===== src/design/pdh_pkg.sv =====
// ----------------------------------------------------------------------------
// pdh_pkg
// shared types and constants of the pair distance histogram
// ----------------------------------------------------------------------------
package pdh_pkg;

	localparam int COORD_W = 24;
	localparam int OP_W    = 2;
	localparam int SEL_W   = 11;
	localparam int NORM_W  = 17;
	localparam int OUT_W   = 32;
	localparam int SCALE_W = 10;
	localparam logic [SCALE_W-1:0] DIST_SCALE = 10'd1000;

	typedef logic signed [COORD_W-1:0] coord_t;

	localparam logic [OP_W-1:0] OP_CLEAR = 2'd0;
	localparam logic [OP_W-1:0] OP_ADD   = 2'd1;
	localparam logic [OP_W-1:0] OP_READ  = 2'd2;

	typedef struct packed {
		logic   start;
		coord_t p0_x;
		coord_t p0_y;
		coord_t p0_z;
		coord_t p1_x;
		coord_t p1_y;
		coord_t p1_z;
	} dist_req_t;

	typedef struct packed {
		logic done;
		logic beyond;
	} dist_rsp_t;

	typedef enum logic [2:0] {
		DS_IDLE,
		DS_SQ,
		DS_SCALE1,
		DS_SCALE2,
		DS_ROOT
	} dist_state_t;

	typedef enum logic [3:0] {
		ST_CLEAR,
		ST_IDLE,
		ST_DIST,
		ST_UPD_RD,
		ST_UPD_WR,
		ST_RD_ISSUE,
		ST_RD_WAIT,
		ST_DIV,
		ST_EMIT
	} pdh_state_t;

endpackage


===== src/design/pdh_dist.sv =====
// ----------------------------------------------------------------------------
// pdh_dist
// squared distance, scaling and bitwise integer root to a bin index
// ----------------------------------------------------------------------------
module pdh_dist #(
	parameter int NUM_BINS        = 1733,
	parameter int COORD_FRAC_BITS = 16,
	localparam int BW             = $clog2(NUM_BINS + 1)
) (
	input  logic               clk,
	input  logic               arst_n,
	input  pdh_pkg::dist_req_t req,
	output pdh_pkg::dist_rsp_t rsp,
	output logic [BW-1:0]      bin
);
	import pdh_pkg::*;

	localparam int DW   = COORD_W + 1;
	localparam int SW   = 2 * DW + 2;
	localparam int X1W  = SW + SCALE_W;
	localparam int XW   = X1W + SCALE_W;
	localparam int YW   = XW - 2 * COORD_FRAC_BITS;
	localparam int KW   = (BW > 1) ? $clog2(BW) : 1;
	localparam int CMPW = (YW > 2 * BW) ? YW : 2 * BW;

	dist_state_t state_q, state_d;
	logic [1:0]     phase_q;
	logic [KW-1:0]  k_q;
	logic [BW-1:0]  root_q;
	logic [SW-1:0]  acc_q;
	logic [X1W-1:0] x1_q;
	logic [XW-1:0]  x_q;
	logic           done_q;
	coord_t         p0_q [3];
	coord_t         p1_q [3];

	logic signed [DW-1:0] diff;
	logic [DW-1:0]        mag;
	logic [2*DW-1:0]      sq;
	logic [BW-1:0]        cand;
	logic [2*BW-1:0]      cand_sq;
	logic                 fits;
	logic                 sq_last, root_last;

	// one axis per cycle
	assign diff    = DW'(p0_q[phase_q]) - DW'(p1_q[phase_q]);
	assign mag     = diff[DW-1] ? DW'(-diff) : DW'(diff);
	assign sq      = (2*DW)'(mag) * (2*DW)'(mag);
	assign cand    = root_q | (BW'(1) << k_q);
	assign cand_sq = (2*BW)'(cand) * (2*BW)'(cand);
	assign fits    = CMPW'(x_q[XW-1:2*COORD_FRAC_BITS]) >= CMPW'(cand_sq);

	always_comb begin
		state_d = state_q;
		case (state_q)
			DS_IDLE:   if (req.start) state_d = DS_SQ;
			DS_SQ:     if (phase_q == 2'd2) state_d = DS_SCALE1;
			DS_SCALE1: state_d = DS_SCALE2;
			DS_SCALE2: state_d = DS_ROOT;
			DS_ROOT:   if (k_q == '0) state_d = DS_IDLE;
			default:   state_d = DS_IDLE;
		endcase
	end

	always_comb begin
		sq_last   = 1'b0;
		root_last = 1'b0;
		case (state_q)
			DS_SQ:   sq_last = (phase_q == 2'd2);
			DS_ROOT: root_last = (k_q == '0);
			default: ;
		endcase
	end

	always_ff @(posedge clk or negedge arst_n) begin
		if (!arst_n) begin
			state_q <= DS_IDLE;
			done_q  <= 1'b0;
		end else begin
			state_q <= state_d;
			done_q  <= root_last;
		end
	end

	always_ff @(posedge clk) begin
		case (state_q)
			DS_IDLE: begin
				p0_q[0] <= req.p0_x;
				p0_q[1] <= req.p0_y;
				p0_q[2] <= req.p0_z;
				p1_q[0] <= req.p1_x;
				p1_q[1] <= req.p1_y;
				p1_q[2] <= req.p1_z;
				acc_q   <= '0;
				phase_q <= '0;
			end
			DS_SQ: begin
				acc_q   <= acc_q + SW'(sq);
				phase_q <= sq_last ? 2'd0 : phase_q + 2'd1;
			end
			DS_SCALE1: x1_q <= X1W'(acc_q) * X1W'(DIST_SCALE);
			DS_SCALE2: begin
				x_q    <= XW'(x1_q) * XW'(DIST_SCALE);
				root_q <= '0;
				k_q    <= KW'(BW - 1);
			end
			DS_ROOT: begin
				if (fits) root_q <= cand;
				if (!root_last) k_q <= k_q - KW'(1);
			end
			default: ;
		endcase
	end

	assign bin        = root_q;
	assign rsp.done   = done_q;
	assign rsp.beyond = root_q >= BW'(NUM_BINS);
endmodule


===== config.mk =====
export PLATFORM = sky130hd
export DESIGN_NAME = pdh_dist
export DESIGN_NICKNAME = d
export VERILOG_FILES = /design/src/design/pdh_pkg.sv /design/src/design/pdh_dist.sv
export SDC_FILE = /design/constraint.sdc
export NUM_CORES = 2
export LEC_CHECK = 0
export ABC_AREA = 1
export BUFFER_PORTS_ARGS = -buffer_cell sky130_fd_sc_hd__buf_4
export CAP_MARGIN = 40
export CORE_AREA = 2 2 335 337
export CTS_BUF_LIST = sky130_fd_sc_hd__clkbuf_16
export CTS_CLUSTER_DIAMETER = 60
export CTS_CLUSTER_SIZE = 25
export DETAILED_ROUTE_END_ITERATION = 10
export DIE_AREA = 0 0 337 339
export PLACE_DENSITY = 0.65
export SLEW_MARGIN = 30
export SYNTH_ARGS = -nofsm -noshare
export SYNTH_HDL_FRONTEND = slang
export SYNTH_SLANG_ARGS = --single-unit

===== constraint.sdc =====
create_clock -name clk -period 20.7 [get_ports clk]
set_clock_uncertainty 0.1 [all_clocks]
set_input_delay 2.07 -clock clk [delete_from_list [all_inputs] [get_ports clk]]
set_output_delay 2.07 -clock clk [all_outputs]
set_load 0.03 [all_outputs]

=== Word-level counts from Yosys, hierarchy flattened ===
Memories as Yosys holds them, arrays and structs flattened. A register that Yosys moved wholly into a read port is not among the register bits.
Cells that the tools add are included.

* Bits in registers: 198
* Bits in latches: 0
* Memory bits (writable): 144
* Memory bits (read-only): 0
* Input port bits: 147
* Output and inout bits: 13
* Word-level logic and storage cells: 58
* Memories kept: 2

* Add/sub/neg operators: 5
* Multiply operators: 4
* Divide/modulo/power cells: 0
* Magnitude comparators: 2
* Equal/unequal tests: 10
* Shift operators: 1
* Mux-type cells: 18
* Bitwise gates (word level): 1
* Reductions and logical operators: 7

{| class="wikitable"
|+ Memory list
! memory !! depth !! width !! read ports !! clocked after memory_dff !! write ports !! line !! RTL
|-
| p0_q || 3 || 24 || 1 || 1 || 3 || pdh_dist.sv:34 || <nowiki>coord_t p0_q [3];</nowiki>
|-
| p1_q || 3 || 24 || 1 || 1 || 3 || pdh_dist.sv:35 || <nowiki>coord_t p1_q [3];</nowiki>
|}

{| class="wikitable"
|+ Operators with widths
! operator !! count
|-
| $pmux 52 s2 || 1
|-
| $mul 59x7->66 const B || 1
|-
| $mul 52x7->59 const B || 1
|-
| $add 52x50->52 || 1
|-
| $mul 25x25->50 || 1
|-
| $ge 40x22->1 || 1
|-
| $mux 25 || 1
|-
| $neg 25->25 || 1
|-
| $sub 24x24->25 || 1
|-
| $mul 11x11->22 || 1
|-
| $pmux 11 s2 || 1
|-
| $pmux 3 s5 || 1
|-
| $ge 11x11->1 const B || 1
|-
| $mux 11 || 1
|-
| $or 11x11->11 || 1
|-
| $shl 1x4->11 const A || 1
|-
| $ne 2x2->1 const B || 5
|-
| $mux 3 || 3
|-
| $pmux 4 s2 || 1
|-
| $eq 3x2->1 const B || 2
|-
| $mux 2 || 3
|-
| $logic_not 4->1 || 1
|-
| $mux 1 || 4
|-
| $mux 4 || 1
|-
| other kinds (10) || 12
|}

=== Depth between registers and ports, before layout ===
* Depth in word-level cells: 6
* Mapped depth: 53

=== Worst setup path after synthesis ===
OpenSTA, ideal clock, no wires.

* Kind: register -> register
* Start: reg with a tool-made name
* End: reg acc_q[44], data pin
* Library setup time: 0.253 ns
* Arrival time: 8.503 ns
* Data required time: 20.347 ns
* Path slack: 11.844 ns
* Cell stages (with the launch flop): 51
* Clock period less this slack: 8.856 ns
* Path through: dfxtp_1 clkbuf_1 inv_2 clkbuf_1 nand3_1 o21ai_0 ha_1 fa_1 inv_2 nand3_1 nand2_1 nand2_1 nand2_1 nand2_1 nand2_1 nand2_1 nand3_1 nand2_1 [... 15 more ...] inv_1 fa_1 inv_1 fa_1 inv_1 fa_1 ha_1 nand2_1 nor2_1 inv_1 nor4_1 nand3_1 nand3_1 nand2_1 o211ai_1 nand2_1 nand2_1 nor2_1

{| class="wikitable"
|+ RTL lines
! item !! line !! RTL
|-
| to (signal assigned) || pdh_dist.sv:98 || <nowiki>acc_q <= acc_q + SW'(sq);</nowiki>
|-
| to (decl) || pdh_dist.sv:30 || <nowiki>logic [SW-1:0] acc_q;</nowiki>
|}

==> flow_summary_export.csv <==
group,metric,value,unit
worst_setup_path,slowest_stage,"xnor2_4",
yosys,synthFlopType,"edfxtp_1",
worst_setup_path,max_stage_delay,0.64,ns
cts,clkTransAtPathRegs,0.09,ns
worst_setup_path,cp_common_cell,"nand2_1",
min_path,hold_class,"flip-flop to flip-flop",
layout,post_route_cells_drive_above_1_share,0.05682,
layout,n_fill_cell,10240,
grt,grt_first_pass_wirelength,231500,um
cts,clockBufferDepth,3,
sta,fmax,85.37,MHz
route,drt_pass1_iterations,7,
sta,hold_ws,0.4738,ns
cts,worstSkewPairLatency,0.61,ns
worst_setup_path,rr_worst_depth,46,
placed_design,place_inst,7615,
route,wirelength,142500,um
grt,grt_overflow_total,0,
cts,clkSinkCount,318,
sta,rsz0062_at_grt,"no",
worst_setup_path,cp-start-kind,"flip-flop",
yosys,syn_area,55040,um^2
sta,min_period,11.71,ns
yosys,ys_types,60,
grt,grt_pass1_vias,43760,
placed_design,portBuffers,159,
yosys,postSynth.asyncResetShare,0.01258,
layout,final_cells,7686,
sta,setup_tns,0,ns
route,ant_nets,0,
route,drc,0,
sta,max_slew_margin,0.4098,
cts,h-tree-depth,2,
placed_design,place.gp.congestion,0.9737,
floorplan,die_x,337,um
grt,grt_usage,0.2586,
sta,tightest_slew,0.8800,ns
floorplan,fp.dieH,339,um
worst_setup_path,crit_family,"adder cells",
layout,seq_area,9510,um^2
worst_setup_path,timing.critical_path.buf_inv,12,
cts,postCtsHoldBufs,0,
floorplan,core_area,110400,um^2
cts,cts_resized,0,
cts,numCtsBuffers,36,
route,vias,40320,
worst_setup_path,required,21.01,ns
worst_setup_path,crit_arrival,12.03,ns
route,drt-initial-drc-count,2416,
worst_setup_path,crit_type,"flip-flop to flip-flop",
worst_setup_path,crit_path_max_fanout,49,
grt,antenna_found_initial,3,
layout,nets,7865,
sta,setup_viol,0,
cts,postCtsSetupBuffers,0,
grt,grt_max_degree,65,
run_status,run_status,"finished clean",
floorplan,ios,160,
placed_design,hpwl,123300,um
sta,maxSlewViolCount,0,
min_path,hold_depth,1,
layout,area.growth.synth_to_final,7.457,%
cts,cts-root-buf,"clkbuf_16",
cts,cts_tree,"yes",
yosys,synth_seq_cells,318,
layout,multi_input_area,39630,um^2
floorplan,start_util,0.4987,
sta,hold_violations,0,
worst_setup_path,crit_cells,46,
route,via_per_inst,5.245,
yosys,yosysSeqAreaShare,0.1728,
yosys,syn_inst,6009,
floorplan,row_count,122,
yosys,syn_area_per_cell,9.159,um^2
flow_run,maxCapViolations,0,
yosys,synth-edff-count,312,
worst_setup_path,endpoint_kind,"flip-flop",
sta,fin_crit_sh,0.5659,
yosys,yosysWarnings,0,
floorplan,dieArea,114200,um^2
route,wl_per_cell,18.54,um
## state kept, by name (all words and copies together), names as in the netlist, named ones only
register and cells:
p0_q 72, k_q 4, done_q 1, x_q 40, x1_q 59, acc_q 52
p1_q 72, state_q 3, bin 11, phase_q 2
## layout by cell type (no fill, tap or decap), types with 5 or more instances in the layout
cell type  synthesis  layout
inv_1           1450    1450
nand2_1          805     805
xor2_1            77      77
nand4_1           33      33
nor2_1           523     521
nand2_2           22      22
xnor2_1           48      48
a21oi_1          370     370
clkinv_1           3       6
clkbuf_16          0      36
buf_4              9     177
o21ai_0          231     230
nor3_1            40      38
a221oi_1           5       5
o21a_1            19      19
nor2_2            19      19
and3_1             6       6
ha_1             547     547
fa_1            1004    1004
o31ai_1            6       6
nor2_4             8      10
a21boi_0          10      10
edfxtp_1         312     312
nand3_2            5       5
inv_2             24      25
a31oi_1           55      55
conb_1             2      19
nand2_4            5       5
nand3_1          155     155
o21bai_1          24      24
nand3b_1           5       5
a21o_1            32      32
nor4_1            25      25
o211ai_1          16      16
## stage by stage
stage | util | cell area, um^2 | setup WS (ns)
final | 0.5359 | 59140 | 8.986
after floorplan | - | 55100 | 11.84
after global placement | 0.5244 | 57880 | 8.931
after detailed placement | 0.5246 | 57900 | 8.955
after global routing | 0.5359 | 59140 | 8.398
after CTS | 0.5356 | 59110 | 8.847
## final cells by class
type	count	share of cell area
Clock inverter	30	0.005247
Clock buffer	36	0.01523
Sequential cell	318	0.1608
Multi-Input combinational cell	4151	0.6701
Timing Repair Buffer	181	0.02302
Tap cell	1488	0.03148
Inverter	1479	0.09396
Antenna cell	3	0.0001269
## synthesized netlist by cell type (all sizes together) (43+ instances only)
cell / n / area [um^2]
a21oi: 372 / 1869
a31oi: 55 / 344.1
buf: 43 / 307.8
edfxtp: 312 / 9369
fa: 1004 / 20100
ha: 547 / 6844
inv: 1476 / 5545
nand2: 832 / 3216
nand3: 160 / 825.8
nor2: 550 / 2172
nor3: 43 / 236.5
o21ai: 234 / 1190
xnor2: 52 / 508.0
xor2: 81 / 773.3
## logic make-up (layout without fill, tap and decap cells)
group | count (synthesis) | count (layout) | synth area share
xor gates and xnor gates | 133 | 133 | 0.02328
AOI/OAI and AO/OA | 787 | 787 | 0.07932
other | 2 | 22 | 0.0001365
and+or+nand+nor | 1661 | 1661 | 0.1260
DFF | 318 | 318 | 0.1728
buffers and inverters | 1557 | 1726 | 0.1089
adders and majority gates | 1551 | 1551 | 0.4896
## worst reg2reg max path, delay by kind of cell (launching register included)
kind                       cells  cell delay [ns]
adders and majority gates     10             4.51
buffers and inverters         12             2.40
xor gates and xnor gates       1             0.64
AOI/OAI and AO/OA              4             0.50
DFF                            1             0.32
and+or+nand+nor               19             3.01
## worst paths after layout
kind | startpoint | end | slack, ns
worst max-delay path | flip-flop | acc_q[46]$_SDFFCE_PN0N_ | 8.99
worst min-delay path | phase_q[1]$_DFFE_PN_ | phase_q[1]$_DFFE_PN_ | 0.47
worst max register to register | flip-flop | acc_q[46]$_SDFFCE_PN0N_ | 8.99
worst min register to register | phase_q[1]$_DFFE_PN_ | phase_q[1]$_DFFE_PN_ | 0.47
max in group asynchronous | arst_n | state_q[0]$_DFFE_PN0P_ | 19.23
min in group asynchronous | arst_n | done_q$_DFF_PN0_ | 1.16
## routing by layer
layer,vias to the layer above,wire length (um),track usage
met5,-,0,0
met4,0,7124,0.1126
li1,19000,-,-
met3,326,6779,0.03192
met1,19920,58140,0.3207
met2,1064,70470,0.4517
Power is not shown: default switching activity piles up to over one toggle a cycle in this logic, so the estimate is an artifact.
