$ cat config.mk
export PLATFORM = sky130hd
export DESIGN_NAME = pdh_div
export DESIGN_NICKNAME = d
export VERILOG_FILES = /design/src/design/pdh_pkg.sv /design/src/design/pdh_div.sv
export SDC_FILE = /design/constraint.sdc
export NUM_CORES = 1
export LEC_CHECK = 0
export BUFFER_PORTS_ARGS = -buffer_cell sky130_fd_sc_hd__buf_2
export CORE_MARGIN = 1.5
export CORE_UTILIZATION = 59
export DETAILED_ROUTE_END_ITERATION = 6
export PLACE_DENSITY = 0.88
export SETUP_SLACK_MARGIN = 0.3
export SKIP_CTS_REPAIR_TIMING = 1
export SLEW_MARGIN = 40
export SYNTH_ARGS = -nofsm -noshare
export SYNTH_HDL_FRONTEND = slang
export SYNTH_SLANG_ARGS = --single-unit
$ cat constraint.sdc
create_clock -name clk -period 4.4 [get_ports clk]
set_input_delay 0.66 -clock clk [delete_from_list [all_inputs] [get_ports clk]]
set_output_delay 0.66 -clock clk [all_outputs]
set_load 0.005 [all_outputs]
$ cat src/design/pdh_pkg.sv
// ----------------------------------------------------------------------------
// pdh_pkg
// shared types and constants of the pair distance histogram
// ----------------------------------------------------------------------------
package pdh_pkg;

	localparam int COORD_W = 24;
	localparam int OP_W    = 2;
	localparam int SEL_W   = 11;
	localparam int NORM_W  = 17;
	localparam int OUT_W   = 32;
	localparam int SCALE_W = 10;
	localparam logic [SCALE_W-1:0] DIST_SCALE = 10'd1000;

	typedef logic signed [COORD_W-1:0] coord_t;

	localparam logic [OP_W-1:0] OP_CLEAR = 2'd0;
	localparam logic [OP_W-1:0] OP_ADD   = 2'd1;
	localparam logic [OP_W-1:0] OP_READ  = 2'd2;

	typedef struct packed {
		logic   start;
		coord_t p0_x;
		coord_t p0_y;
		coord_t p0_z;
		coord_t p1_x;
		coord_t p1_y;
		coord_t p1_z;
	} dist_req_t;

	typedef struct packed {
		logic done;
		logic beyond;
	} dist_rsp_t;

	typedef enum logic [2:0] {
		DS_IDLE,
		DS_SQ,
		DS_SCALE1,
		DS_SCALE2,
		DS_ROOT
	} dist_state_t;

	typedef enum logic [3:0] {
		ST_CLEAR,
		ST_IDLE,
		ST_DIST,
		ST_UPD_RD,
		ST_UPD_WR,
		ST_RD_ISSUE,
		ST_RD_WAIT,
		ST_DIV,
		ST_EMIT
	} pdh_state_t;

endpackage

$ cat src/design/pdh_div.sv
// ----------------------------------------------------------------------------
// pdh_div
// restoring divider for count * 2^16 / peak, count not above peak
// ----------------------------------------------------------------------------
module pdh_div #(
	parameter int COUNT_WIDTH = 32
) (
	input  logic                          clk,
	input  logic                          arst_n,
	input  logic                          start,
	input  logic [COUNT_WIDTH-1:0]        numer,
	input  logic [COUNT_WIDTH-1:0]        denom,
	output logic                          done,
	output logic [pdh_pkg::NORM_W-1:0]    quot
);
	import pdh_pkg::*;

	localparam int SCW = $clog2(NORM_W);

	logic                   busy_q, done_q;
	logic [SCW-1:0]         step_q;
	logic [COUNT_WIDTH:0]   rem_q;
	logic [COUNT_WIDTH-1:0] den_q;
	logic [NORM_W-1:0]      quot_q;
	logic                   ge;
	logic [COUNT_WIDTH:0]   rem_sub;

	assign ge      = rem_q >= {1'b0, den_q};
	assign rem_sub = ge ? rem_q - {1'b0, den_q} : rem_q;

	always_ff @(posedge clk or negedge arst_n) begin
		if (!arst_n) begin
			busy_q <= 1'b0;
			done_q <= 1'b0;
		end else begin
			done_q <= busy_q && (step_q == '0);
			if (start) busy_q <= 1'b1;
			else if (step_q == '0) busy_q <= 1'b0;
		end
	end

	always_ff @(posedge clk) begin
		if (start) begin
			rem_q  <= {1'b0, numer};
			den_q  <= denom;
			quot_q <= '0;
			step_q <= SCW'(NORM_W - 1);
		end else if (busy_q) begin
			// remainder stays below the divisor, so the shift cannot overflow
			rem_q  <= {rem_sub[COUNT_WIDTH-1:0], 1'b0};
			quot_q <= {quot_q[NORM_W-2:0], ge};
			if (step_q != '0) step_q <= step_q - SCW'(1);
		end
	end

	assign done = done_q;
	assign quot = quot_q;
endmodule

# After elaboration in Yosys (flattened, before gate mapping)
# Cells that the tools add are included.
totals:
  register_bits: 89
  in_bits: 67
  out_inout_bits: 18
  word_cells: 21
op_classes:
  n_addsub: 2
  magnitude_cmp: 1
  n_mux: 5
  reduce_logical: 6
ops:
  columns: ["op", "n"]
  rows:
  - ["$mux 32", 3]
  - ["$ge 33x32->1", 1]
  - ["$sub 32x32->32", 1]
  - ["$logic_not 5->1", 1]
  - ["$reduce_bool 5->1", 1]
  - ["$sub 5x1->5 const B", 1]
  - ["$reduce_bool 2->1", 2]
  - ["$mux 1", 2]
  - ["$reduce_and 2->1", 1]
  - ["$logic_and 1x1->1", 1]

# Longest topological paths before layout
# Gate-level depths: netlist (run 1).
depth:
  depth_word: 4
  depth_mapped: 13
  ltp_nobuf: 12

# Least setup slack after synthesis (run 1)
# OpenSTA, ideal clock, no wires.
synth_timing:
  path_kind: "register to register"
  start: "register rem_q[0]"
  end: "register rem_q[31] (data pin)"
  setup_time_ps: 266
  t_arrival_ps: 2720
  required_ps: 4134
  path_slack_ps: 1414
  stages_incl_launch_ff: 13
  path_buffers: 0
  synth_period_minus_slack_ps: 2986
  path_cell_list: "edfxtp_1 > inv_1 > ha_1 > inv_1 > fa_1 > a21o_1 > a221oi_4 > o21ai_2 > o31a_1 > a31o_1 > a221oi_2 > nor4b_1 > nor4_1"
synth_via:
  elab_chain_len: 4
  word_cells_on_any_way: 5
  cone_classes: "1 x add/sub; 1 x order compare; 3 x mux"
synth_rtl:
  columns: ["element", "line_no", "rtl"]
  rows:
  - ["start: declaration", "pdh_div.sv:22", "logic [COUNT_WIDTH:0] rem_q;"]
  - ["start signal: assignment", "pdh_div.sv:44", "rem_q <= {1'b0, numer};"]
  - ["start signal: assignment", "pdh_div.sv:50", "rem_q <= {rem_sub[COUNT_WIDTH-1:0], 1'b0};"]
  - ["$sub 32x32->32 / $ge 33x32->1 (equally long branches)", "pdh_div.sv:29, pdh_div.sv:28", null]
  - ["$mux 32 *", "pdh_div.sv:29", "assign rem_sub = ge ? rem_q - {1'b0, den_q} : rem_q;"]
  - ["$mux 32 *", "pdh_div.sv:48", "end else if (busy_q) begin"]
  - ["$mux 32 *", "pdh_div.sv:43", "if (start) begin"]
# Mark *: on every way between the ends. The rest lies on a longest branch, timed or not. The select of a mux whose other input is x is not followed.
# A chain may end at the register's enable or synchronous reset.

# Worst setup path after layout (run 1)
# Ends and elaborated chain as after synthesis.

==> summary.md, run 1 <==
| Metric | Value |
|---|---|
| Pwr dens | `slightly above 700 nW/µm²` |
| Warnings from Yosys | `0` |
| Slew HR | `47.3%` |
| Clock Path Buffers | `2` |
| Final setup skew | `0.0126 ns` |
| Synthesis-to-finish area growth | `12.2%` |
| Detailed Routing Iterations Pass 1 | `6` |
| Vias | `about 4.5k` |
| CTS sink cnt | `89` |
| Setup WS pre-CTS | `1.14 ns` |
| WS Path Type | `reg -> reg` |
| Hold Path Class | `in -> async` |
| Net Sw Power | `roughly 2 mW` |
| Worst-margin pin slew | `0.789 ns` |
| Min Tclk post-route | `about 3.3 ns` |
| Routability cong. | `0.912` |
| Crit end category | `register` |
| Post-synthesis simple-gate area fraction | `between 10% and 20%` |
| Row count | `34` |
| CTS tree | `yes` |
| Number of global-route vias before repair | `4435` |
| Unrepaired setup endpoints after global routing | `false` |
| VDD IR max | `~0.00029 V` |
| Drt initial violations | `between 200 and 300` |
| Sequential share of the synthesized area | `between 40% and 50%` |
| Clock-pin slew on the worst setup and hold paths | `0.11 ns` |
| Vias/cell | `5.92` |
| Final instance area | `6150 µm²` |
| Die Wd | `around 99 µm` |
| Port Buf Inserts | `84` |
| Highest clock rate | `304 MHz` |
| Worst EP arrival | `3.43 ns` |
| Ports | `85` |
| Critical Path RT | `4.53 ns` |
| Final hold vios | `0` |
| Leakage | `2.81 nW` |
| Final Max Slew Viols | `0` |
| Status | `finished, final reports clean` |
| Gr ovfl total | `0` |
| Core footprint | `between 8000 and 9000 µm²` |
| Post-placement cell area | `around 5900 µm²` |
| Synth Area in Compound Gates | `between 15 and 20%` |
| Inserted Clock Buffers | `9` |
| Post-Synth XOR/XNOR Area | `4.31%` |
| Slowest Stage Delay on Critical Path | `0.41 ns` |
| First-pass GRT wire length | `20800 µm` |
| Sw Ratio | `around 45%` |
| Synthesized cell area | `5480 µm²` |
| Initial Util | `62.0%` |
| Tcrit/Tclk final | `between 70% and 80%` |
| Antenna Violating Nets Remaining | `0` |
| DP Wirelength | `9120 µm` |
| Synth Register Bits | `89` |
| Cells after synthesis | `586` |
| Critical-path maximum fanout | `5` |
| Critical Path Source Type | `register` |
| Share of layout cells above drive strength 1 | `18.0%` |
| Setup TNS | `0 ns` |
| Share of total power in the clock network | `about an eighth` |
| Largest net degree at the start of global routing | `76` |
| Number of H-tree levels | `3` |
| DIE AREA | `a little under 10000 µm²` |
| WL/cell | `around 17 µm` |
| Drc violations | `0` |
| Comb power frac | `56.6%` |
| Antenna violations before repair | `0` |
| Post-synth top flop | `edfxtp_1` |
| GRT Total Usage | `about a quarter` |
| Max_cap viols | `0` |
| Most used cell, CP | `inv_1` |
| Post-synthesis adder-cell area fraction | `7.90%` |
| Largest family of logic cells by synthesized area | `compound AO/OA/AOI/OAI gates` |
| Mux cell area share after synthesis | `3.67%` |
| Root buffer cell | `clkbuf_8` |
| Nets | `approximately 750` |
| Async S/R FF share, synth | `between 2 and 2.5%` |
| Worst-Skew Late Latency | `0.38 ns` |
| Sequential share of power | `30.2%` |
| Syn Area/Cell | `9.36 µm²` |
| Synth Net Count | `a little under 700` |
| Int Pwr | `about 2.4 mW` |
| Antenna Cells | `0` |
| Routed WL | `12700 µm` |
| CP max-delay cell | `fa_1` |
| Die span in y | `99.4 µm` |
| CP cell instances | `inv_1 -> ha_1 -> inv_1 -> fa_1 -> a21o_1 -> a221oi_4 -> o21ai_2 -> o31a_1 -> a31o_1 -> a221oi_2 -> nor4b_1 -> nor4_1` |
| Synth unique cells | `62` |
| Final setup vio count | `0` |
| Setup ws final | `1.11 ns` |
| Post-synth EDFFs | `64` |
==> sequential cells by signal, summed over array words and instances, names as in the netlist <==
signal	flops
busy_q	1
den_q	32
done	1
quot	17
rem_q	33
step_q	5
==> per-stage QoR <==
stage	hold slack, ns	power, mW	instances	util, %
floorplan	0.364	3.25	586	-
finish	0.0428	4.42	765	69.5
detailed placement	0.433	3.80	749	67.1
CTS	0.0400	4.39	765	69.5
global route	0.0289	4.73	765	69.5
global placement	0.427	3.72	749	67.1
==> kinds of logic (layout without fill, tap and decap cells) <==
group | Yosys count | count (layout)
AOI/OAI and AO/OA | 145 | 145
xor gates and xnor gates | 27 | 27
adders and majority gates | 34 | 34
buffers and inverters | 78 | 149
DFF | 89 | 89
muxes | 20 | 20
and+or+nand+nor | 193 | 193
==> critical path, delay by kind of cell (launching register included) <==
kind / cells / cell delay (ns)
compound gates: 6 / 1.60
fa+ha+maj: 2 / 0.58
flops: 1 / 0.39
simple gates: 2 / 0.36
buf+inv: 2 / 0.13
==> placed cells by master (no fill, tap or decap), types with 13 or more instances in the layout <==
cell type  Yosys  layout
a21o_1        13      13
a21oi_1       34      34
a31oi_1       22      22
buf_2         11      84
dfxtp_1       23      23
edfxtp_1      64      64
ha_1          33      33
inv_1         44      44
mux2i_1       19      19
nand2_1       65      65
nand4_1       13      13
nor2_1        61      60
o21ai_0       16      16
xnor2_1       18      18
==> synth_stat cells, types with 3 or more instances <==
library cell	n	area (µm²)
nand2_1	65	244
edfxtp_1	64	1920
nor2_1	61	229
inv_1	44	165
a21oi_1	34	170
ha_1	33	413
dfxtp_1	23	460
a31oi_1	22	138
clkbuf_1	19	71.3
mux2i_1	19	190
xnor2_1	18	158
o21ai_0	16	80.1
a21o_1	13	97.6
nand4_1	13	81.3
nand3_1	12	60.1
buf_2	11	55.1
nor3_1	10	50.1
o21ai_1	9	45.0
xor2_1	9	78.8
o21a_1	7	52.6
a2bb2oi_1	6	52.6
a211oi_1	5	37.5
and2_1	4	25.0
and3_1	4	25.0
buf_1	4	15.0
nor4_1	4	25.0
nand4b_1	3	26.3
nor2b_1	3	18.8
o2111ai_1	3	26.3
o211ai_1	3	22.5
o21bai_1	3	22.5
o22a_1	3	26.3
or3_1	3	18.8
==> final cells by class <==
cell class | count | area [µm²]
fill | 714 | 2700
clock inverter | 7 | 83.8
timing repair buffer | 89 | 462
clock buffer | 9 | 124
tap | 108 | 135
sequential | 89 | 2430
multi-input combinational | 419 | 2750
inverter | 44 | 165
==> layer usage <==
metal	vias up	GRT usage, %	wire (µm)
li1	2244	-	-
met1	2130	34.0	5760
met2	139	45.7	6130
met3	18	4.92	588
met4	0	6.28	171
met5	-	0	0
==> worst paths after layout <==
kind                       slack (ns)       from         to  cells after the start
setup / recovery                 1.11   rem_q[0]  rem_q[31]                     12
hold / removal                   0.04     arst_n     busy_q                      1
setup reg to reg                 1.11   rem_q[0]  rem_q[31]                     12
hold reg to reg                  0.46  step_q[4]       done                      1
max in group asynchronous        4.25     arst_n       done                      1
min in group clk                 0.45   denom[8]   den_q[8]                      1
==> power groups by stage <==
stage	combinational (mW)	clock, mW	sequential, mW
floorplan	1.97	0	1.28
global placement	2.39	0	1.33
detailed placement	2.45	0	1.35
CTS	2.47	0.589	1.33
global route	2.75	0.627	1.36
finish	2.50	0.584	1.33
Power figures use the tool's default switching activity.
==> run 2, diff against run 1 <==
Settings changed: ABC_AREA set to 1, CORE_UTILIZATION 59 to 53, PLACE_DENSITY 0.88 to 0.83.
Clock period 4.4 ns to 2.8 ns, I/O delays scaled along.
==> summary.md, run 2 <==
| Metric | Value |
|---|---|
| Status | `finished, final reports clean` |
| Clock-pin slew on the worst setup and hold paths | `0.07 ns (-0.04 ns)` |
| Crit path max-delay family | `simple AND/OR/NAND/NOR gates` |
| Worst hold start | `denom[21]` |
| Leakage | `4.16 nW (+48%)` |
| Nets | `1148 (+52%)` |
| Reg2Reg Setup Slack | `0.38 ns (-0.73 ns)` |
| Number of H-tree levels | `3 (unchanged)` |
| Cells after synthesis | `953 (+63%)` |
| Root buffer cell | `clkbuf_16` |
| Worst EP arrival | `2.54 ns (-0.89 ns)` |
| Sw Ratio | `49.2% (+4.1 points)` |
| Number of flip-flops in the largest register | `33 (unchanged)` |
| Yosys top cell area share | `29.8% (-5.3 points)` |
| Drt initial violations | `379 (+52%)` |
| Routed WL | `16600 µm (+31%)` |
| Synth area leaders | `edfxtp_1 30%, nand2_1 22%, inv_1 12%` |
| Count leader, synth | `nand2_1` |
| WL/cell | `13.8 µm (-16%)` |
| Vias | `6008 (+33%)` |
| Final setup vio count | `0 (unchanged)` |
| Setup WS pre-CTS | `0.302 ns (-0.836 ns)` |
| Row count | `40 (+18%)` |
| Min Tclk post-route | `2.42 ns (-0.869 ns)` |
| Vias/cell | `5.01 (-15%)` |
| Number of global-route vias before repair | `5363 (+21%)` |
| Buf/Inv on CP | `0 (-2)` |
| Routability cong. | `0.941 (+3.3%)` |
| Most used cell, CP | `nand2_1` |
| DP Wirelength | `11400 µm (+25%)` |
| Sequential share of power | `24.4% (-5.8 points)` |
| VDD IR max | `0.000731 V (+160%)` |
| Initial Util | `54.0% (-8.0 points)` |
| Most frequent cells in the layout | `378 x nand2_1, 205 x inv_1, 84 x buf_2, 64 x edfxtp_1, 60 x nand3_1` |
| Top cells by count, synth | `383 x nand2_1, 206 x inv_1, 64 x edfxtp_1` |
| Hold Path Class | `in -> reg` |
| Pwr dens | `1120 nW/µm² (+55%)` |
| Syn Area/Cell | `6.77 µm² (-28%)` |
| Hold Path Sink | `den_q[21]` |
| CTS sink cnt | `89 (unchanged)` |
| Core footprint | `12000 µm² (+35%)` |
| Slowest Stage Delay on Critical Path | `0.41 ns (about the same)` |
| Critical-path maximum fanout | `8 (+3)` |
| Clock Path Buffers | `2 (unchanged)` |
| Crit end category | `register` |
| WS Path Type | `reg -> reg` |
| First-pass GRT wire length | `24500 µm (+18%)` |
| # fillers | `1088 (+52%)` |
| Async S/R FF share, synth | `2.25% (unchanged)` |
| Unrepaired setup endpoints after global routing | `false` |
| Drc violations | `0 (unchanged)` |
| Ports | `85 (unchanged)` |
| Tcrit/Tclk final | `86.6% (+12 points)` |
| Leading area contributor after synthesis | `edfxtp_1` |
| Setup ws final | `0.376 ns (-0.731 ns)` |
| Most common cell after layout, fill and taps aside | `nand2_1` |
| Worst R2R End | `rem_q[2]` |
| Worst-margin pin slew | `0.649 ns (-0.140 ns)` |
| Critical Path Source Type | `register` |
| Slew HR | `56.5% (+9.1 points)` |
| Post-synth top flop | `edfxtp_1` |
| Detailed Routing Iterations Pass 1 | `5 (-1)` |
| Share of layout cells above drive strength 1 | `18.3% (+0.29 points)` |
| Final setup skew | `0.0144 ns (+0.00181 ns)` |
| FF-to-FF Start | `rem_q[23]` |
| Post-synth EDFFs | `64 (unchanged)` |
| Worst Reg-to-Reg Cells | `10 (-2)` |
| Synth unique cells | `37 (-40%)` |
| DIE AREA | `12900 µm² (+30%)` |
| Share of total power in the clock network | `14.3% (+1.1 points)` |
| Die Wd | `113 µm (+14%)` |
| Highest clock rate | `413 MHz (+36%)` |
| Critical Path RT | `2.92 ns (-1.61 ns)` |
| Net Sw Power | `4.24 mW (+110%)` |
| Max_cap viols | `0 (unchanged)` |
| Synthesis-to-finish area growth | `19.6%` |
| Die span in y | `113 µm (+14%)` |
| Worst-Skew Late Latency | `0.36 ns (-0.02 ns)` |
| Gr ovfl total | `0 (unchanged)` |
| Largest net degree at the start of global routing | `38 (-50%)` |
| Final Max Slew Viols | `0 (unchanged)` |
| Inserted Clock Buffers | `9 (unchanged)` |
| Hold path depth | `1` |
| Antenna Cells | `0 (unchanged)` |
| Setup TNS | `0 ns (unchanged)` |
| Int Pwr | `4.38 mW (+81%)` |
| CP cell instances | `ha_1 -> nand2_1 -> nor2_2 -> nand2_2 -> nor3_2 -> nand3_4 -> nand4_4 -> nand2_1 -> nand3_1 -> nand2_1` |
| CTS tree | `yes` |
| Synth Register Bits | `89 (unchanged)` |
| Antenna violations before repair | `0 (unchanged)` |
| Comb power frac | `61.3% (+4.7 points)` |
| Sequential share of the synthesized area | `37.7% (-6.7 points)` |
| Final hold vios | `0 (unchanged)` |
| Synthesized cell area | `6460 µm² (+18%)` |
| Synth Net Count | `1054 (+53%)` |
| Antenna Violating Nets Remaining | `0 (unchanged)` |
| Port Buf Inserts | `84 (unchanged)` |
| Register name with the most flops | `rem_q` |
| CP max-delay cell | `edfxtp_1` |
| GRT Total Usage | `24.1% (-2.1 points)` |
| Warnings from Yosys | `0 (unchanged)` |
## run 2: cell families (layout without fill, tap and decap cells)
| logic type | after synthesis | after routing | share of synthesized area [%] |
|---|---|---|---|
| flip-flops | 89 | 89 | 37.7 |
| adder cells (fa/ha/maj) | 34 | 34 | 6.71 |
| XOR/XNOR | 15 | 15 | 2.03 |
| AO/OA/AOI/OAI | 40 | 40 | 3.57 |
| AND/OR/NAND/NOR | 539 | 546 | 35.5 |
| buffers and inverters | 236 | 328 | 14.5 |
## run 2: worst max path at each step
stage / startpoint / endpoint / slack (ns) / cells past startpoint
6_report: rem_q[23] / rem_q[2] / 0.38 / 10
5_1_grt: rem_q[27] / rem_q[1] / 0.26 / 15
4_1_cts: rem_q[8] / rem_q[1] / 0.25 / 15
3_5_place_dp: rem_q[8] / rem_q[3] / 0.30 / 15
3_3_place_gp: rem_q[8] / rem_q[17] / 0.37 / 15
2_1_floorplan: start / rem_q[0] / 0.39 / 4
## run 2: metal layers
layer | part of all wire [%] | global-route usage (%)
met2 | 46 | 40.7
met3 | 6.9 | 4.78
met4 | 3.5 | 8.83
met1 | 44 | 31.0
met5 | 0 | 0
## run 2: stage by stage
stage	power (mW)	std cells	instance area, µm²	util, %	hold slack [ns]
2_1_floorplan	5.66	953	6460	-	0.124
3_3_place_gp	6.41	1173	7000	58.5	0.210
3_5_place_dp	6.53	1173	7000	58.5	0.220
4_1_cts	7.79	1189	7300	61.0	-0.172
5_1_grt	9.30	1199	7720	64.5	0.220
6_report	8.62	1199	7720	64.5	0.225
## run 2: area by class of cell
cell class,instances,area (µm²),share of cell area [%]
clock buffers,10,250,3.24
clock inverters,6,56.3,0.729
inverters,221,830,10.7
multi-input cells,635,3470,44.9
flip-flops and latches,89,2430,31.5
well taps,147,184,2.38
repair buffers,91,500,6.48
## run 2: power groups by stage
| stage | Sequential [mW] | Combinational, mW | Clock, mW |
|---|---|---|---|
| 2_1_floorplan | 2.02 | 3.65 | 0 |
| 3_3_place_gp | 2.06 | 4.35 | 0 |
| 3_5_place_dp | 2.07 | 4.46 | 0 |
| 4_1_cts | 2.05 | 4.49 | 1.25 |
| 5_1_grt | 2.14 | 5.86 | 1.30 |
| 6_report | 2.10 | 5.28 | 1.24 |
## run 2: worst reg2reg max path: stages (launching register included)
cell,delay (ns)
edfxtp_1,0.41
ha_1,0.41
nand2_1,0.14
nor2_2,0.18
nand2_2,0.12
nor3_2,0.23
nand3_4,0.21
nand4_4,0.26
nand2_1,0.10
nand3_1,0.09
nand2_1,0.05
==> run 3, diff against run 2 <==
Settings changed: CORE_UTILIZATION 53 to 59, PLACE_DENSITY 0.83 to 0.88.
Clock period 2.8 ns to 2.3 ns, I/O delays scaled along.
==> summary.md, run 3 (synthesis gave the netlist of run 2 again) <==
| Metric | Value |
|---|---|
| Slowest Stage Delay on Critical Path | `0.47 ns (+0.06 ns)` |
| Vias | `6476 (+7.8%)` |
| Routed WL | `18500 µm (+11%)` |
| Antenna violations before repair | `0 (unchanged)` |
| Grt peak-use layer | `met2` |
| Antenna Cells | `0 (unchanged)` |
| Die Wd | `108 µm (-5.1%)` |
| Worst EP arrival | `2.44 ns (-0.10 ns)` |
| Gr ovfl total | `0 (unchanged)` |
| Critical Path Source Type | `register` |
| Number of flip-flops in the largest register | `33 (unchanged)` |
| Slew HR | `69.1% (+13 points)` |
| Core footprint | `10700 µm² (-10%)` |
| CP cell instances | `buf_4 -> fa_2 -> nand3_2 -> nand3_2 -> nand2_1 -> nand2_2 -> nand2_2 -> nand3_1 -> nand2_1 -> nand2_1 -> nand3_1 -> nand2_1` |
| Most common cell after layout, fill and taps aside | `nand2_1` |
| Number of global-route vias before repair | `5504 (+2.6%)` |
| Final setup skew | `0.0220 ns (+0.00754 ns)` |
| Int Pwr | `6.16 mW (+40%)` |
| Highest clock rate | `438 MHz (+6.1%)` |
| Inserted Clock Buffers | `9 (unchanged)` |
| Initial Util | `60.1% (+6.1 points)` |
| Largest net degree at the start of global routing | `38 (unchanged)` |
| CTS tree | `yes` |
| Max_cap viols | `0 (unchanged)` |
| Die span in y | `108 µm (-5.1%)` |
| Worst-Skew Late Latency | `0.40 ns (+0.04 ns)` |
| Antenna Violating Nets Remaining | `0 (unchanged)` |
| Final Max Slew Viols | `0 (unchanged)` |
| Row count | `38 (-5.0%)` |
| Most frequent cells in the layout | `320 x nand2_1, 194 x inv_1, 84 x buf_2, 74 x nand2_2, 64 x edfxtp_1` |
| Met3 GRT Util | `6.17% (+1.4 points)` |
| Vias/cell | `5.22 (+4.1%)` |
| Status | `finished, final reports clean` |
| GRT Total Usage | `27.4% (+3.3 points)` |
| Hold Path Class | `in -> reg` |
| Detailed Routing Iterations Pass 1 | `5 (unchanged)` |
| Clock Path Buffers | `2 (unchanged)` |
| Final hold vios | `0 (unchanged)` |
| Synthesis-to-finish area growth | `30.3%` |
| Comb power frac | `68.8% (+7.5 points)` |
| CP max-delay cell | `edfxtp_1` |
| Nets | `1197 (+4.3%)` |
| Met2 Usage GRT | `47.0% (+6.3 points)` |
| Tcrit/Tclk final | `99.3% (+13 points)` |
| Root buffer cell | `clkbuf_8` |
| Net Sw Power | `5.69 mW (+34%)` |
| First-pass GRT wire length | `24500 µm (about the same)` |
| Leakage | `4.40 nW (+5.8%)` |
| CTS sink cnt | `89 (unchanged)` |
| WL/cell | `14.9 µm (+7.5%)` |
| Final setup vio count | `0 (unchanged)` |
| Clock-pin slew on the worst setup and hold paths | `0.11 ns (+0.04 ns)` |
| Number of H-tree levels | `3 (unchanged)` |
| Drt initial violations | `463 (+22%)` |
| Sequential share of power | `22.3% (-2.1 points)` |
| Worst-margin pin slew | `0.463 ns (-0.186 ns)` |
| Port Buf Inserts | `84 (unchanged)` |
| Drc violations | `0 (unchanged)` |
| Crit end category | `register` |
| Ports | `85 (unchanged)` |
| Final Util | `78.3% (+14 points)` |
| Pwr dens | `1410 nW/µm² (+26%)` |
| Crit path max-delay family | `simple AND/OR/NAND/NOR gates` |
| Share of layout cells above drive strength 1 | `30.9% (+13 points)` |
| Most used cell, CP | `nand2_1` |
| Critical-path maximum fanout | `3 (-5)` |
| Buf/Inv on CP | `1 (+1)` |
| Routability cong. | `0.951 (+1.1%)` |
| WS Path Type | `reg -> reg` |
| Post-placement cell area | `7270 µm² (+4.0%)` |
| Final instance area | `8410 µm² (+9.0%)` |
| Sw Ratio | `48.0% (-1.2 points)` |
| DP Wirelength | `12100 µm (+6.3%)` |
| VDD IR max | `0.000885 V (+21%)` |
| Register name with the most flops | `rem_q` |
| Min Tclk post-route | `2.28 ns (-0.139 ns)` |
| DIE AREA | `11600 µm² (-9.9%)` |
| Critical Path RT | `2.46 ns (-0.46 ns)` |
| Share of total power in the clock network | `8.9% (-5.4 points)` |
| Met1 Usage GRT | `33.7% (+2.7 points)` |
| Unrepaired setup endpoints after global routing | `true` |
==> run 3: cell count changes in the layout (fill, tap and decap cells not counted), moves of 9 or more <==
cell      delta
inv_2       +11
buf_4       +51
ha_4        +20
nand2_1     -58
ha_1        -17
nand2_2     +54
clkbuf_8     +9
inv_1       -11
==> run 3: final timing paths <==
path / start / to / slack, ns / cells after the start
max reg2reg: rem_q[1] / rem_q[31] / 0.02 / 12
max: rem_q[1] / rem_q[31] / 0.02 / 12
min in group asynchronous: arst_n / done / 0.24 / 2
min reg2reg: step_q[0] / step_q[0] / 0.47 / 2
max in group asynchronous: arst_n / busy_q / 1.94 / 2
min: denom[1] / den_q[1] / 0.11 / 1
==> run 3: per-stage QoR <==
step | total power, mW | setup WS, ns | hold WS [ns] | instances | setup TNS, ns
after global routing | 12.7 | -0.0721 | 0.0841 | 1241 | -0.743
after floorplan | 6.95 | 0.302 | 0.0494 | 953 | 0
final | 11.8 | 0.0155 | 0.111 | 1241 | 0
after CTS | 9.70 | 0.0175 | -0.303 | 1210 | 0
after detailed placement | 8.65 | 0.0423 | 0.134 | 1194 | 0
after global placement | 8.47 | 0.0869 | 0.131 | 1194 | 0
==> run 3: power groups by stage <==
stage               Sequential [mW]  Combinational, mW  Clock, mW
floorplan                      2.47               4.49          0
global placement               2.52               5.95          0
detailed placement             2.54               6.11          0
CTS                            2.50               6.13       1.06
global route                   2.67               8.89       1.13
finish                         2.64               8.15       1.06
==> run 3: per-layer routing <==
metal	up-vias	wire length, µm
li1	3188	-
met5	-	0
met4	0	670
met1	2938	7340
met3	63	1390
met2	287	9060
==> run 3: layout make-up <==
| type | instances | area [µm²] |
|---|---|---|
| multi-input combinational | 628 | 3800 |
| inverter | 221 | 830 |
| clock buffer | 10 | 128 |
| timing repair buffer | 147 | 998 |
| sequential | 89 | 2430 |
| tap | 140 | 175 |
| fill | 796 | 2330 |
| clock inverter | 6 | 51.3 |
